File: config.mk
export PLATFORM = sky130hd
export DESIGN_NAME = sle_ctrl
export DESIGN_NICKNAME = d
export VERILOG_FILES = /design/src/sv/sle_pkg.sv /design/src/sv/sle_ctrl.sv
export SDC_FILE = /design/constraint.sdc
export NUM_CORES = 1
export LEC_CHECK = 0
export ABC_AREA = 1
export ABC_CLOCK_PERIOD_IN_PS = 3900
export BUFFER_PORTS_ARGS = -buffer_cell sky130_fd_sc_hd__clkbuf_2
export CAP_MARGIN = 40
export CORE_MARGIN = 2
export CORE_UTILIZATION = 50
export DETAILED_ROUTE_END_ITERATION = 8
export GPL_TIMING_DRIVEN = 1
export PLACE_DENSITY_LB_ADDON = 0.12
export SETUP_SLACK_MARGIN = 0.3
export SYNTH_ARGS = -nofsm -noshare
export SYNTH_HDL_FRONTEND = slang
export SYNTH_SLANG_ARGS = --single-unit
File: constraint.sdc
create_clock -name vclk -period 3.9
set_input_delay 1.17 -clock vclk [all_inputs]
set_output_delay 1.17 -clock vclk [all_outputs]
set_load 0.05 [all_outputs]
File: src/sv/sle_pkg.sv
// sle_pkg: command, status and operation types shared by the list engine modules
package sle_pkg;

	// fixed port widths
	localparam int unsigned VALUE_W = 32;
	localparam int unsigned POS_W   = 8;
	localparam int unsigned LEN_W   = 8;
	localparam int unsigned CMD_W   = 2;
	localparam int unsigned STAT_W  = 2;

	// command codes as they arrive on the input channel
	typedef enum logic [CMD_W-1:0] {
		CMD_INSERT = 2'd0,
		CMD_DELETE = 2'd1,
		CMD_SORTED = 2'd2,
		CMD_READ   = 2'd3
	} cmd_t;

	// result status codes
	typedef enum logic [STAT_W-1:0] {
		ST_OK    = 2'd0,
		ST_RANGE = 2'd1,
		ST_FULL  = 2'd2
	} status_t;

	// what the cell row does this cycle
	typedef enum logic [2:0] {
		OP_NONE   = 3'd0,
		OP_INSERT = 3'd1,
		OP_SORTED = 3'd2,
		OP_DELETE = 3'd3,
		OP_READ   = 3'd4
	} op_kind_t;

	// decoded command handed from the controller to the datapath
	typedef struct packed {
		op_kind_t kind;
		status_t  status;
		logic     grow;
		logic     shrink;
	} op_t;

endpackage

File: src/sv/sle_ctrl.sv
// sle_ctrl: command decode, position range checks and status for the list engine
module sle_ctrl #(
	parameter int unsigned CAPACITY = 128,
	localparam int unsigned CW = $clog2(CAPACITY + 1),
	localparam int unsigned IW = $clog2(CAPACITY),
	localparam int unsigned XW = ((CW > sle_pkg::POS_W) ? CW : sle_pkg::POS_W) + 1
) (
	input  logic                      fire,
	input  logic [sle_pkg::CMD_W-1:0] cmd,
	input  logic [sle_pkg::POS_W-1:0] position,
	input  logic [CW-1:0]             count,
	output sle_pkg::op_t              op,
	output logic [IW-1:0]             idx
);

	logic [XW-1:0] pos_x;
	logic [XW-1:0] cnt_x;
	logic          pos_nz;
	logic          ins_ok;
	logic          acc_ok;
	logic          full;

	// range checks on a common width
	assign pos_x  = XW'(position);
	assign cnt_x  = XW'(count);
	assign pos_nz = (position != '0);
	assign ins_ok = pos_nz && (pos_x <= cnt_x + 1'b1);
	assign acc_ok = pos_nz && (pos_x <= cnt_x);
	assign full   = (count == CW'(CAPACITY));

	// zero-based index, meaningful only when the position is in range
	assign idx = IW'(position - 1'b1);

	// decode into a row operation and a status
	always_comb begin
		op.kind   = sle_pkg::OP_NONE;
		op.status = sle_pkg::ST_OK;
		op.grow   = 1'b0;
		op.shrink = 1'b0;
		case (sle_pkg::cmd_t'(cmd))
			sle_pkg::CMD_INSERT: begin
				if (!ins_ok) begin
					op.status = sle_pkg::ST_RANGE;
				end else if (full) begin
					op.status = sle_pkg::ST_FULL;
				end else begin
					op.kind = sle_pkg::OP_INSERT;
					op.grow = 1'b1;
				end
			end
			sle_pkg::CMD_SORTED: begin
				if (full) begin
					op.status = sle_pkg::ST_FULL;
				end else begin
					op.kind = sle_pkg::OP_SORTED;
					op.grow = 1'b1;
				end
			end
			sle_pkg::CMD_DELETE: begin
				if (!acc_ok) begin
					op.status = sle_pkg::ST_RANGE;
				end else begin
					op.kind   = sle_pkg::OP_DELETE;
					op.shrink = 1'b1;
				end
			end
			sle_pkg::CMD_READ: begin
				if (!acc_ok) begin
					op.status = sle_pkg::ST_RANGE;
				end else begin
					op.kind = sle_pkg::OP_READ;
				end
			end
			default: begin
				op.status = sle_pkg::ST_RANGE;
			end
		endcase
		// nothing moves without an accepted beat
		if (!fire) begin
			op.kind   = sle_pkg::OP_NONE;
			op.grow   = 1'b0;
			op.shrink = 1'b0;
		end
	end

endmodule
==> results of run 1 <==
per-stage QoR:
step                std cells    util   TNS, ns
floorplan                 135       -  -0.01078
global placement          204  0.8539    -1.571
detailed placement        204  0.8539    -2.051
synthesized netlist by cell type, drive strengths merged:
| cell type | instances |
|---|---|
| a21boi | 1 |
| a21oi | 5 |
| ha | 20 |
| inv | 27 |
| nand2 | 36 |
| nand3 | 6 |
| nand3b | 1 |
| nand4 | 4 |
| nor2 | 11 |
| nor3 | 8 |
| nor4b | 1 |
| o21a | 1 |
| o21ai | 2 |
| o21bai | 1 |
| xnor2 | 3 |
| xor2 | 8 |
cells by family after synthesis:
| logic type | share of synthesized area |
|---|---|
| AO/OA/AOI/OAI | 0.07785 |
| buffers and inverters | 0.1212 |
| XOR/XNOR | 0.1153 |
| AND/OR/NAND/NOR | 0.3862 |
| adder cells (fa/ha/maj) | 0.2994 |
==> results.json, run 1 <==
{
  "synth_top_area_share": 0.2994,
  "synthCells": 135,
  "stop_stage": "clock tree synthesis",
  "avgSynthCellArea_sq_um": 6.191,
  "syn_area_sq_um": 835.8,
  "firstError": "[ERROR DPL-0038] Utilization greater than 100%, impossible to legalize",
  "hpwl_um": 2240,
  "fp.dieH_um": 44.89,
  "synth_nets": 174,
  "cts.hold.buffers_added": 0,
  "synth_area_leaders": "ha_1, nand2_1, inv_1",
  "ys_seq_area_frac": 0,
  "synth.distinct_cells": 23,
  "placed_cell_area_sq_mm": 0.001316,
  "gp_congestion": 0.8159,
  "io_buffers": 33,
  "floorplan.initialDensity": 0.5422,
  "postCtsSetupBuffers": 1,
  "synth_top_area_cell": "ha_1",
  "cts_resized": 59,
  "ios": 33,
  "ys_warn_count": 0,
  "outcome": "did not finish",
  "preCtsSetupSlack_ns": -0.4895,
  "rows": 14,
  "die_w_um": 44.89
}
==> run 2, diff against run 1 <==
- CORE_AREA: not set -> 2 2 63 65
- CORE_MARGIN: 2 -> not set
- CORE_UTILIZATION: 50 -> not set
- DIE_AREA: not set -> 0 0 65 67
- PLACE_DENSITY_LB_ADDON: 0.12 -> 0.15
- SETUP_SLACK_MARGIN: 0.3 -> not set
==> results.json, run 2 <==
{
  "drtIter0Drc": 19,
  "routed_via_density": 4.294,
  "hpwl_um": 2265,
  "synth.distinct_cells": 23,
  "critPathCaptureType": "output port",
  "fp.dieH_um": 67,
  "crit_path_start_kind": "input pin",
  "synthMostInstantiatedCell": "nand2_1",
  "cp.required_ns": 2.73,
  "yosys-top-cells-count": "nand2_1, inv_1, ha_1",
  "synth_area_leaders": "ha_1, nand2_1, inv_1",
  "wl_per_cell_um": 11.33,
  "wirelength_um": 2663,
  "layout_commonest_cell": "nand2_1",
  "synth_top_area_cell": "ha_1",
  "rows": 22,
  "drc": 0,
  "cp.arrival_ns": 3.01,
  "die_w_um": 65,
  "period_share": 1.071,
  "grt_max_degree": 7,
  "path_class": "in2out",
  "floorplan.initialDensity": 0.2318,
  "violations": "setup timing",
  "post-route-min-period_ns": 4.175,
  "overflow": 0,
  "first_global_vias": 1013,
  "synth_nets": 174,
  "register_area_sq_um": 0,
  "synth_top_area_share": 0.2994,
  "drive_above_1_share": 0.5027,
  "critPathLaunch": "count[0]",
  "clkbuf_count": 0,
  "fin_util": 0.4160,
  "ir_worst_vdd_mv": 0.04606,
  "p_per_area_mw_per_mm2": 131.6,
  "cp-endpoint": "op[2]",
  "diodes": 0,
  "antenna_found_initial": 0,
  "outcome": "complete, but fails checks",
  "hold_viol": 0,
  "gp_congestion": 0.7752,
  "area_delta_synth_final_pct": 79.49,
  "hold_class": "in2out",
  "p_leak_uw": 0.0008104,
  "multiInputGateArea_sq_um": 897.1,
  "core_sq_mm": 0.003606,
  "drv_slew": 0,
  "crit_top_cell": "nand2_2",
  "ys_warn_count": 0,
  "antenna_left": 0,
  "dieArea_sq_mm": 0.004355,
  "grt_usage": 0.1241,
  "fmax_mhz": 239.5,
  "syn_area_sq_um": 835.8,
  "drv_cap": 0,
  "max_slew_margin": 0.7876,
  "critPathBufInv": 3,
  "ios": 33,
  "totalNegativeSetupSlack_ns": -1.040,
  "postLayoutSetupSlackWorst_ns": -0.2751,
  "grt_pass1_wl_um": 4319,
  "synthCells": 135,
  "rsz0062_at_grt": "yes",
  "slowest_delay_ns": 0.26,
  "ys_seq_area_frac": 0,
  "worst-path-stages": 15,
  "crit_family": "simple AND/OR/NAND/NOR gates",
  "critPathMaxFanout": 3,
  "crit_path_top_delay_cell": "ha_1",
  "crit_chain": "clkbuf_16 > inv_8 > nor3_4 > nand2_2 > nor3_4 > xor2_1 > ha_1 > a21boi_2 > o21ai_2 > nand2_1 > nand2_2 > nand2_1 > nand2_2 > nand2_4 > buf_12",
  "tightest_slew_ns": 0.3152,
  "final.fill_count": 360,
  "total_power_uw": 197.4,
  "seq_cells": 0,
  "num_vias": 1009,
  "final_cell_mix": "nand2_1, clkbuf_2, buf_4",
  "setup_viol": 4,
  "avgSynthCellArea_sq_um": 6.191,
  "firstDrtPassIters": 4,
  "holdCritStartpoint": "position[0]",
  "final_net_count": 228,
  "io_buffers": 33
}
## run 2: cell families after synthesis
family / count (synthesis) / share of synthesized area
buf+inv: 27 / 0.1212
fa+ha+maj: 20 / 0.2994
compound gates: 10 / 0.07785
simple gates: 67 / 0.3862
xor+xnor: 11 / 0.1153
## run 2: repair_timing
item	in CTS	in global routing
resized for setup	21	27
endpoints found under the setup margin	7	7
pin swaps	3	8
buffers inserted	2	1
hold buffers	0	0
## run 2: metrics by stage
stage / setup slack (ns) / instances / cell area (sq um) / hold slack [ns]
after floorplan: 0.009825 / 135 / 915.9 / 2.521
after global placement: -0.3602 / 232 / 1291 / 2.777
after detailed placement: -0.4024 / 232 / 1291 / 2.769
after CTS: -0.2763 / 234 / 1403 / 2.770
after global routing: -0.4204 / 235 / 1500 / 2.816
final: -0.2751 / 235 / 1500 / 2.777
## run 2: layout make-up
cell class / count / share of cell area
Timing Repair Buffer: 52 / 0.2877
Tap cell: 48 / 0.04003
Inverter: 27 / 0.07423
Multi-Input combinational cell: 108 / 0.5980
## run 2: worst min path at each step
| stage | endpoint | slack [ns] | cells past startpoint |
|---|---|---|---|
| after global routing | idx[0] | 2.82 | 3 |
| after detailed placement | idx[5] | 2.77 | 3 |
| after global placement | idx[5] | 2.78 | 3 |
| final | idx[0] | 2.78 | 3 |
| after CTS | idx[5] | 2.77 | 3 |
| after floorplan | idx[4] | 2.52 | 1 |
## run 2: report_power, final
part | switching, uW | internal, uW
registers | 0 | 0
logic | 116 | 81.2
clock network | 0 | 0
## run 2: routing by layer
layer / track usage / share of wire
met1: 0.1515 / 0.44
met2: 0.2552 / 0.54
met3: 0 / 0.021
met4: 0 / 0
met5: 0 / 0
No activity file was read; power rests on OpenSTA's default activity.
