**src/sv/sle_pkg.sv**
```systemverilog
// sle_pkg: command, status and operation types shared by the list engine modules
package sle_pkg;

	// fixed port widths
	localparam int unsigned VALUE_W = 32;
	localparam int unsigned POS_W   = 8;
	localparam int unsigned LEN_W   = 8;
	localparam int unsigned CMD_W   = 2;
	localparam int unsigned STAT_W  = 2;

	// command codes as they arrive on the input channel
	typedef enum logic [CMD_W-1:0] {
		CMD_INSERT = 2'd0,
		CMD_DELETE = 2'd1,
		CMD_SORTED = 2'd2,
		CMD_READ   = 2'd3
	} cmd_t;

	// result status codes
	typedef enum logic [STAT_W-1:0] {
		ST_OK    = 2'd0,
		ST_RANGE = 2'd1,
		ST_FULL  = 2'd2
	} status_t;

	// what the cell row does this cycle
	typedef enum logic [2:0] {
		OP_NONE   = 3'd0,
		OP_INSERT = 3'd1,
		OP_SORTED = 3'd2,
		OP_DELETE = 3'd3,
		OP_READ   = 3'd4
	} op_kind_t;

	// decoded command handed from the controller to the datapath
	typedef struct packed {
		op_kind_t kind;
		status_t  status;
		logic     grow;
		logic     shrink;
	} op_t;

endpackage

```
**src/sv/sle_cell.sv**
```systemverilog
// sle_cell: one list entry that shifts with its neighbors and compares for sorted insert
module sle_cell #(
	parameter int unsigned CAPACITY   = 128,
	parameter int unsigned DATA_WIDTH = 32,
	parameter int unsigned IDX        = 0,
	localparam int unsigned CW = $clog2(CAPACITY + 1),
	localparam int unsigned IW = $clog2(CAPACITY)
) (
	input  logic                         clk,
	input  sle_pkg::op_kind_t            kind,
	input  logic [IW-1:0]                idx,
	input  logic [CW-1:0]                count,
	input  logic signed [DATA_WIDTH-1:0] ins_value,
	input  logic                         below,
	input  logic                         none_gt,
	input  logic [DATA_WIDTH-1:0]        left_data,
	input  logic [DATA_WIDTH-1:0]        right_data,
	output logic [DATA_WIDTH-1:0]        data,
	output logic                         gt,
	output logic [DATA_WIDTH-1:0]        rd_data
);

	logic [DATA_WIDTH-1:0] data_q;
	logic                  at_idx;
	logic                  after_idx;
	logic                  at_count;
	logic                  occupied;

	// position of this cell relative to the command index and the fill level
	assign at_idx    = (idx == IW'(IDX));
	assign after_idx = (IW'(IDX) > idx);
	assign at_count  = (count == CW'(IDX));
	assign occupied  = (CW'(IDX) < count);

	// live entry greater than the incoming value
	assign gt = occupied && ($signed(data_q) > ins_value);

	// contribute to the read bus only when addressed
	assign rd_data = at_idx ? data_q : '0;
	assign data    = data_q;

	// entry update: shift up, take the new value, shift down or hold
	always_ff @(posedge clk) begin
		case (kind)
			sle_pkg::OP_INSERT: begin
				if (after_idx) begin
					data_q <= left_data;
				end else if (at_idx) begin
					data_q <= ins_value;
				end
			end
			sle_pkg::OP_SORTED: begin
				if (below) begin
					data_q <= left_data;
				end else if (gt || (none_gt && at_count)) begin
					data_q <= ins_value;
				end
			end
			sle_pkg::OP_DELETE: begin
				if (at_idx || after_idx) begin
					data_q <= right_data;
				end
			end
			default: begin
				data_q <= data_q;
			end
		endcase
	end

endmodule

```
**config.mk**
```make
export PLATFORM = sky130hd
export DESIGN_NAME = sle_cell
export DESIGN_NICKNAME = d
export VERILOG_FILES = /design/src/sv/sle_pkg.sv /design/src/sv/sle_cell.sv
export SDC_FILE = /design/constraint.sdc
export NUM_CORES = 1
export LEC_CHECK = 0
export BUFFER_PORTS_ARGS = -buffer_cell sky130_fd_sc_hd__buf_2
export CELL_PAD_IN_SITES_DETAIL_PLACEMENT = 0
export CELL_PAD_IN_SITES_GLOBAL_PLACEMENT = 1
export CORE_MARGIN = 1
export CORE_UTILIZATION = 32
export DETAILED_ROUTE_END_ITERATION = 6
export GPL_TIMING_DRIVEN = 1
export PLACE_DENSITY_LB_ADDON = 0.3
export SYNTH_ARGS = -nofsm -noshare
export SYNTH_HDL_FRONTEND = slang
export SYNTH_SLANG_ARGS = --single-unit
```
**constraint.sdc**
```tcl
create_clock -name clk -period 4.7 [get_ports clk]
set_input_delay 0.47 -clock clk [delete_from_list [all_inputs] [get_ports clk]]
set_output_delay 0.47 -clock clk [all_outputs]
set_load 0.01 [all_outputs]
```
**After elaboration in Yosys (flattened, before gate mapping)**

Cells that the tools add are included.

- Reduce and logical (&&, ||, !) cells: 8
- Order comparisons: 3
- Muxes and demuxes: 7
- Eq/ne operators: 6

Operators by type and width:

| operator | count |
|---|---|
| $mux 32 | 6 |
| $pmux 32 s3 | 1 |
| $gt 32x32->1 | 1 |
| $logic_not 8->1 | 1 |
| $lt 1x8->1 const A | 1 |
| $gt 1x7->1 const A | 1 |
| $logic_not 7->1 | 1 |
| $eq 3x2->1 const B | 2 |
| $ne 3x3->1 const B | 2 |
| $reduce_and 4->1 | 1 |
| $eq 3x1->1 const B | 1 |
| $reduce_bool 3->1 | 1 |
| $logic_and 1x1->1 | 2 |
| $logic_or 1x1->1 | 2 |
| $ne 2x2->1 const B | 1 |

- Bits in registers: 32
- Bits of input ports: 117
- Output and inout port bits: 65

**Logic depth before layout (Yosys ltp)**

Gate-level depths: netlist of run 1.

- Depth after elaboration: 6
- Gate-level depth with buffers: 8
- Depth with buffers taken out: 8

**Least setup slack after synthesis of run 1**

No wires, ideal clock.

- Kind: input port to flip-flop
- Start point: input port ins_value[14]
- End point: register data_q[0], in the netlist data[0], enable pin
- Path buffers: 0
- Data arrival time: 2.752 ns
- Slack: 1.557 ns
- Cell stages on the path: 8
- Library setup time: 0.391 ns
- Data required time: 4.309 ns
- Cell sequence: inv_1 ha_1 nand4_1 or4_1 a21o_1 a31oi_1 o311a_2 o21a_1

- Cells in the longest elaborated chain, start to end: 5

Ends and longest elaborated chain:

| what | RTL line | source |
|---|---|---|
| start: declaration | sle_cell.sv:13 | `input logic signed [DATA_WIDTH-1:0] ins_value,` |
| $gt 32x32->1 | sle_cell.sv:36 | `assign gt = occupied && ($signed(data_q) > ins_value);` |
| $logic_and 1x1->1 | sle_cell.sv:36 |  |
| named net gt | sle_cell.sv:19 | `output logic gt,` |
| $logic_or 1x1->1 | sle_cell.sv:55 | `end else if (gt \|\| (none_gt && at_count)) begin` |
| $ne 3x3->1 (no source line) | -- |  |
| $reduce_and 4->1 (no source line) | -- |  |
| end signal: assignment | sle_cell.sv:54 | `data_q <= left_data;` |
| end signal: assignment | sle_cell.sv:56 | `data_q <= ins_value;` |
| end signal: assignment | sle_cell.sv:61 | `data_q <= right_data;` |
| end: declaration | sle_cell.sv:23 | `logic [DATA_WIDTH-1:0] data_q;` |

The timed path passes the listed nets, and every way through them passes these cells.
A chain may end at the register's enable or synchronous reset.

**Final worst setup path of run 1**

- Start point: register data_q[14], in the netlist data[14]
- End point: register data_q[17], in the netlist data[17], enable pin

- Cells in the longest elaborated chain, start to end: 5

Ends and longest elaborated chain:

| what | RTL line | source |
|---|---|---|
| start signal: assignment | sle_cell.sv:47 | `data_q <= left_data;` |
| start signal: assignment | sle_cell.sv:49 | `data_q <= ins_value;` |
| start signal: assignment | sle_cell.sv:54 |  |
| $gt 32x32->1 | sle_cell.sv:36 |  |
| $logic_and 1x1->1 | sle_cell.sv:36 |  |
| $logic_or 1x1->1 | sle_cell.sv:55 |  |
| $ne 3x3->1 (no source line) | -- |  |
| $reduce_and 4->1 (no source line) | -- |  |

Every way passes these cells.

==> flow_summary.ini, run 1 <==
[final_layout]
drive_above_1_share_pct = 38.74
synthToLayoutAreaGrowth_pct = 39.32
nNetsFinal = 654
largest_register_ffs = 32
diodes = 0

[power_and_ir_drop]
power_density_nw_per_um2 = 200.5
ir_drop_mv = 0.09604
power_leakage_nw = 1.995

[detailed_routing]
num_vias = 3074
drc = 0
drt_iter0_drc = 73
first_pass_iters = 4
drt_wl_total_um = 8816
wl_per_cell_um = 14.43
drtAntennaViolNets = 0
via_per_inst = 5.031

[setup_path]
path_max_fanout = 17
critical_path_required_ps = 4690
worstPathArrival_ps = 3260
cp-end-kind = register
criticalPathCategory = register to register
cp-start-kind = register

[global_route]
grt_overflow = 0
grt_start_max_net_pins = 48
grt_pass1_wl_um = 13420
antenna_found_initial = 0
track_usage_pct = 18.90
grt_pass1_vias = 2797

[synth]
seq_area_frac_synth_pct = 33.89
yosys-top-cells-count = 44 x nand2_1, 36 x o21ai_0, 33 x and2_1, 33 x inv_1
synth_edf_count = 32
synth_area_um2 = 2835
ys_ff_latch = 32
yosysMostFrequentCell = nand2_1
ys_top_cells_by_area = edfxtp_1 34%, ha_1 14%, a22oi_1 8.5%, and2_1 7.3%, o21ai_0 6.4%
syn_inst = 334
ys_types = 31
yosysWarnings = 0
synth_area_leader_cell = edfxtp_1
synth_nets = 483
synthFlopType = edfxtp_1
synth_top_area_share_pct = 33.89
async_reset_ff_share_pct = 0
syn_avg_cell_area_um2 = 8.489

[clock_tree]
cts_tree = done
clockRootBuffer = clkbuf_8
cts.sinks = 32
htreeDepth = 2
clk_pin_slew_ps = 70
clock_latency_ps = 280
cts_buffer_depth = 2
cts_hold_buf = 0
post_cts_resize_count = 0
cts_setup_buffers = 0
cts_buffers = 5

[status]
status = complete, no violations

[die]
start_util_pct = 33.83
coreArea_um2 = 8382
die-width_um = 96.13
die_area_um2 = 9240
fp.dieH_um = 96.13
fp-row-count = 33
pin_count = 182

[sta]
fmax_mhz = 305.6
tns_ps = 0
period_share_pct = 69.62
finalMaxSlewViolations = 0
skew_ps = 6.454
setup_violations = 0
slew_headroom_pct = 22.76
worst_slew_pin_slew_ps = 1151
rsz0062_at_grt = no
hold_viol = 0
fin_ws_ps = 1428
period_needed_ps = 3272

[placement]
hpwl_um = 6833
gp_congestion = 0.7431
io_buffers = 181
dp_slack_ps = 1243

[hold_path]
hp-class = primary input to register

[job]
maxCapViolCount = 0
[critical path: stages (launching register included)]
cell	delay (ps)
edfxtp_1	420
ha_1	330
nand4_1	160
or4_1	600
a21o_1	190
a31oi_1	140
o311a_2	190
o21a_1	710
buf_12	250
[cell families (layout without fill, tap and decap cells)]
logic type	after synthesis	after routing	share of synthesized area, %
AOI/OAI and AO/OA	109	109	24.93
buffers and inverters	53	225	7.017
adders and majority gates	32	32	14.12
DFF	32	32	33.89
muxes	1	1	0.3531
and+or+nand+nor	107	107	19.68
[layout by cell type, fill, tap and decap left out, types with 2 or more instances in the layout]
master,count
nand3_1,3
o22a_1,15
buf_4,2
a22oi_1,32
and2_1,33
nor2b_1,4
buf_2,181
a21oi_1,15
nor2_1,7
nor3_1,2
inv_1,33
ha_1,32
nand4_1,5
clkinv_1,2
a31oi_1,3
or4_1,4
o21ai_0,36
clkbuf_8,5
nand2_1,44
edfxtp_1,32
[worst paths after layout]
| check | from | end | slack, ps | cells past startpoint |
|---|---|---|---|---|
| hold / removal | ins_value[19] | data[19] | 480 | 3 |
| setup reg to reg | data[14] | data[17] | 1430 | 8 |
| hold reg to reg | data[2] | data[1] | 1750 | 6 |
| setup / recovery | data[14] | data[17] | 1430 | 8 |
[metal layers]
| metal | part of all wire, % | wire, µm | global-route usage (%) |
|---|---|---|---|
| met1 | 46 | 4074 | 25.71 |
| met2 | 47 | 4134 | 31.44 |
| met3 | 6.1 | 537 | 3.160 |
| met4 | 0.81 | 71 | 3.731 |
| met5 | 0 | 0 | 0 |
[power by group]
part           internal (W)  total [W]  switching (W)
logic             0.0000937   0.000197       0.000104
registers          0.000330   0.000337     0.00000746
clock network      0.000154   0.000258       0.000103
total              0.000578   0.000792       0.000214
[per-stage QoR]
step           std cells  total power (W)  hold slack, ps  utilization (%)  cell area (µm²)
6_report             611        0.0007921           480.9            47.13             3950
4_1_cts              611        0.0008023           474.7            47.13             3950
3_5_place_dp         603        0.0005421           768.2            45.86             3844
3_3_place_gp         603        0.0005400           759.6            45.86             3844
2_1_floorplan        334        0.0004498           657.1                -             2835
5_1_grt              611        0.0008388           476.2            47.13             3950
[cell type report]
| cell class | count | area, µm² |
|---|---|---|
| well taps | 105 | 131.4 |
| inverters | 33 | 123.9 |
| flip-flops and latches | 32 | 960.9 |
| repair buffers | 184 | 940.9 |
| clock buffers | 5 | 68.82 |
| fillers | 849 | 4432 |
| multi-input cells | 249 | 1687 |
| clock inverters | 3 | 37.54 |
Power figures use the tool's default switching activity.
==> run 2, diff against run 1 <==
--- a/config.mk
+++ b/config.mk
@@ -9,7 +9,7 @@
 export CELL_PAD_IN_SITES_DETAIL_PLACEMENT = 0
 export CELL_PAD_IN_SITES_GLOBAL_PLACEMENT = 1
 export CORE_MARGIN = 1
-export CORE_UTILIZATION = 32
+export CORE_UTILIZATION = 27
 export DETAILED_ROUTE_END_ITERATION = 6
 export GPL_TIMING_DRIVEN = 1
 export PLACE_DENSITY_LB_ADDON = 0.3
==> constraint.sdc (replaced) <==
create_clock -name clk -period 2.9 [get_ports clk]
set_input_delay 0.29 -clock clk [delete_from_list [all_inputs] [get_ports clk]]
set_output_delay 0.29 -clock clk [all_outputs]
set_load 0.01 [all_outputs]
==> flow_summary.ini, run 2 (synthesis gave the netlist of run 1 again) <==
[status]
status = complete, no violations

[final_layout]
diodes = 0
drive_above_1_share_pct = 39.73
nNetsFinal = 659
synthToLayoutAreaGrowth_pct = 40.78
seq_area_um2 = 960.9
fin_cells = 647
layout_common_cells = 181 x buf_2, 44 x nand2_1, 36 x o21ai_0
largest_register_ffs = 32
fillers = 1079
multi_input_area_um2 = 1688
final_common_cell = buf_2

[die]
die-width_um = 104.5
fp-row-count = 37
fp.dieH_um = 104.5
start_util_pct = 27.71
coreArea_um2 = 10230
die_area_um2 = 10920
pin_count = 182

[detailed_routing]
via_per_inst = 4.811
drt_wl_total_um = 9271
num_vias = 3113
drc = 0
wl_per_cell_um = 14.33
first_pass_iters = 4
drt_iter0_drc = 150
drtAntennaViolNets = 0

[setup_path]
worstPathArrival_ps = 2450
criticalPathCategory = register to primary output
slowest_stage = or4_1
cp-start-kind = register
cp-end-kind = primary output
critical_path_required_ps = 2610
max_stage_delay_ps = 590
cpLargestDelayFamily = simple AND/OR/NAND/NOR gates
crit_buf_inv = 1
cp_cell_sequence = ha_1, nand4_1, or4_1, a21o_1, a31oi_1, o311a_2, buf_2
path_max_fanout = 3

[global_route]
grt_overflow = 0
track_usage_pct = 16.90
grt_start_max_net_pins = 48
grt_pass1_vias = 2918
grt_pass1_wl_um = 14780
antenna_found_initial = 0

[sta]
period_needed_ps = 2741
period_share_pct = 94.50
rsz0062_at_grt = no
hold_viol = 0
worst_slew_pin_slew_ps = 896.4
finalMaxSlewViolations = 0
fmax_mhz = 364.9
skew_ps = 4.591
tns_ps = 0
setup_violations = 0
slew_headroom_pct = 40.24

[power_and_ir_drop]
power_leakage_nw = 2.010
power_density_nw_per_um2 = 304.0
ir_drop_mv = 0.1462

[clock_tree]
cts_buffers = 5
cts.sinks = 32
clockRootBuffer = clkbuf_8
post_cts_resize_count = 0
cts_tree = done
clk_pin_slew_ps = 70
clock_latency_ps = 280
cts_hold_buf = 0
cts_buffer_depth = 2
cts_setup_buffers = 0
htreeDepth = 2

[hold_path]
hp-class = primary input to register

[placement]
place_inst = 639
gp_congestion = 0.7140
io_buffers = 181
hpwl_um = 7287

[job]
maxCapViolCount = 0
-- run 2: final cells by class --
type,count,share of cell area (%)
clock inverter,3,0.3448
inverter,33,3.103
timing repair buffer,189,24.20
tap,136,4.263
multi-input combinational,249,42.29
sequential,32,24.08
clock buffer,5,1.724
-- run 2: worst paths after layout --
kind	startpoint	endpoint	slack, ps	depth (start not counted)
min	ins_value[19]	data[19]	290	3
max	data[15]	gt	160	7
max reg2reg	data[15]	data[10]	210	8
min reg2reg	data[30]	data[16]	1310	5
-- run 2: where the power goes --
part / switching, W / internal, W
logic: 0.000173 / 0.000155
clock network: 0.000176 / 0.000163
registers: 0.0000117 / 0.000534
-- run 2: metrics by stage --
step | hold WS (ps) | instance area, µm² | power, W | setup slack [ps] | utilization (%)
final | 293.3 | 3991 | 0.001213 | 159.4 | 39.01
after global routing | 301.0 | 3991 | 0.001291 | 19.56 | 39.01
after CTS | 285.4 | 3991 | 0.001232 | 132.1 | 39.01
after detailed placement | 587.2 | 3909 | 0.0008873 | 163.3 | 38.20
after global placement | 584.3 | 3909 | 0.0008826 | 215.0 | 38.20
after floorplan | 477.1 | 2836 | 0.0007289 | 109.3 | -
-- run 2: worst register-to-register path, cell delays in order (launching register included) --
cell and delay [ps]:
edfxtp_1 420, ha_1 340, nand4_1 160, or4_1 590
a21o_1 170, a31oi_1 160, o311a_2 190, o21a_2 160
buf_4 210
-- run 2: layer usage --
metal  track usage, %  part of all wire (%)  vias to the layer above
met2            29.09                    48                      130
met3            4.386                   7.7                        5
met5                0                     0                        -
li1                 -                     -                     1562
met4            3.469                  0.71                        0
met1            21.14                    44                     1416
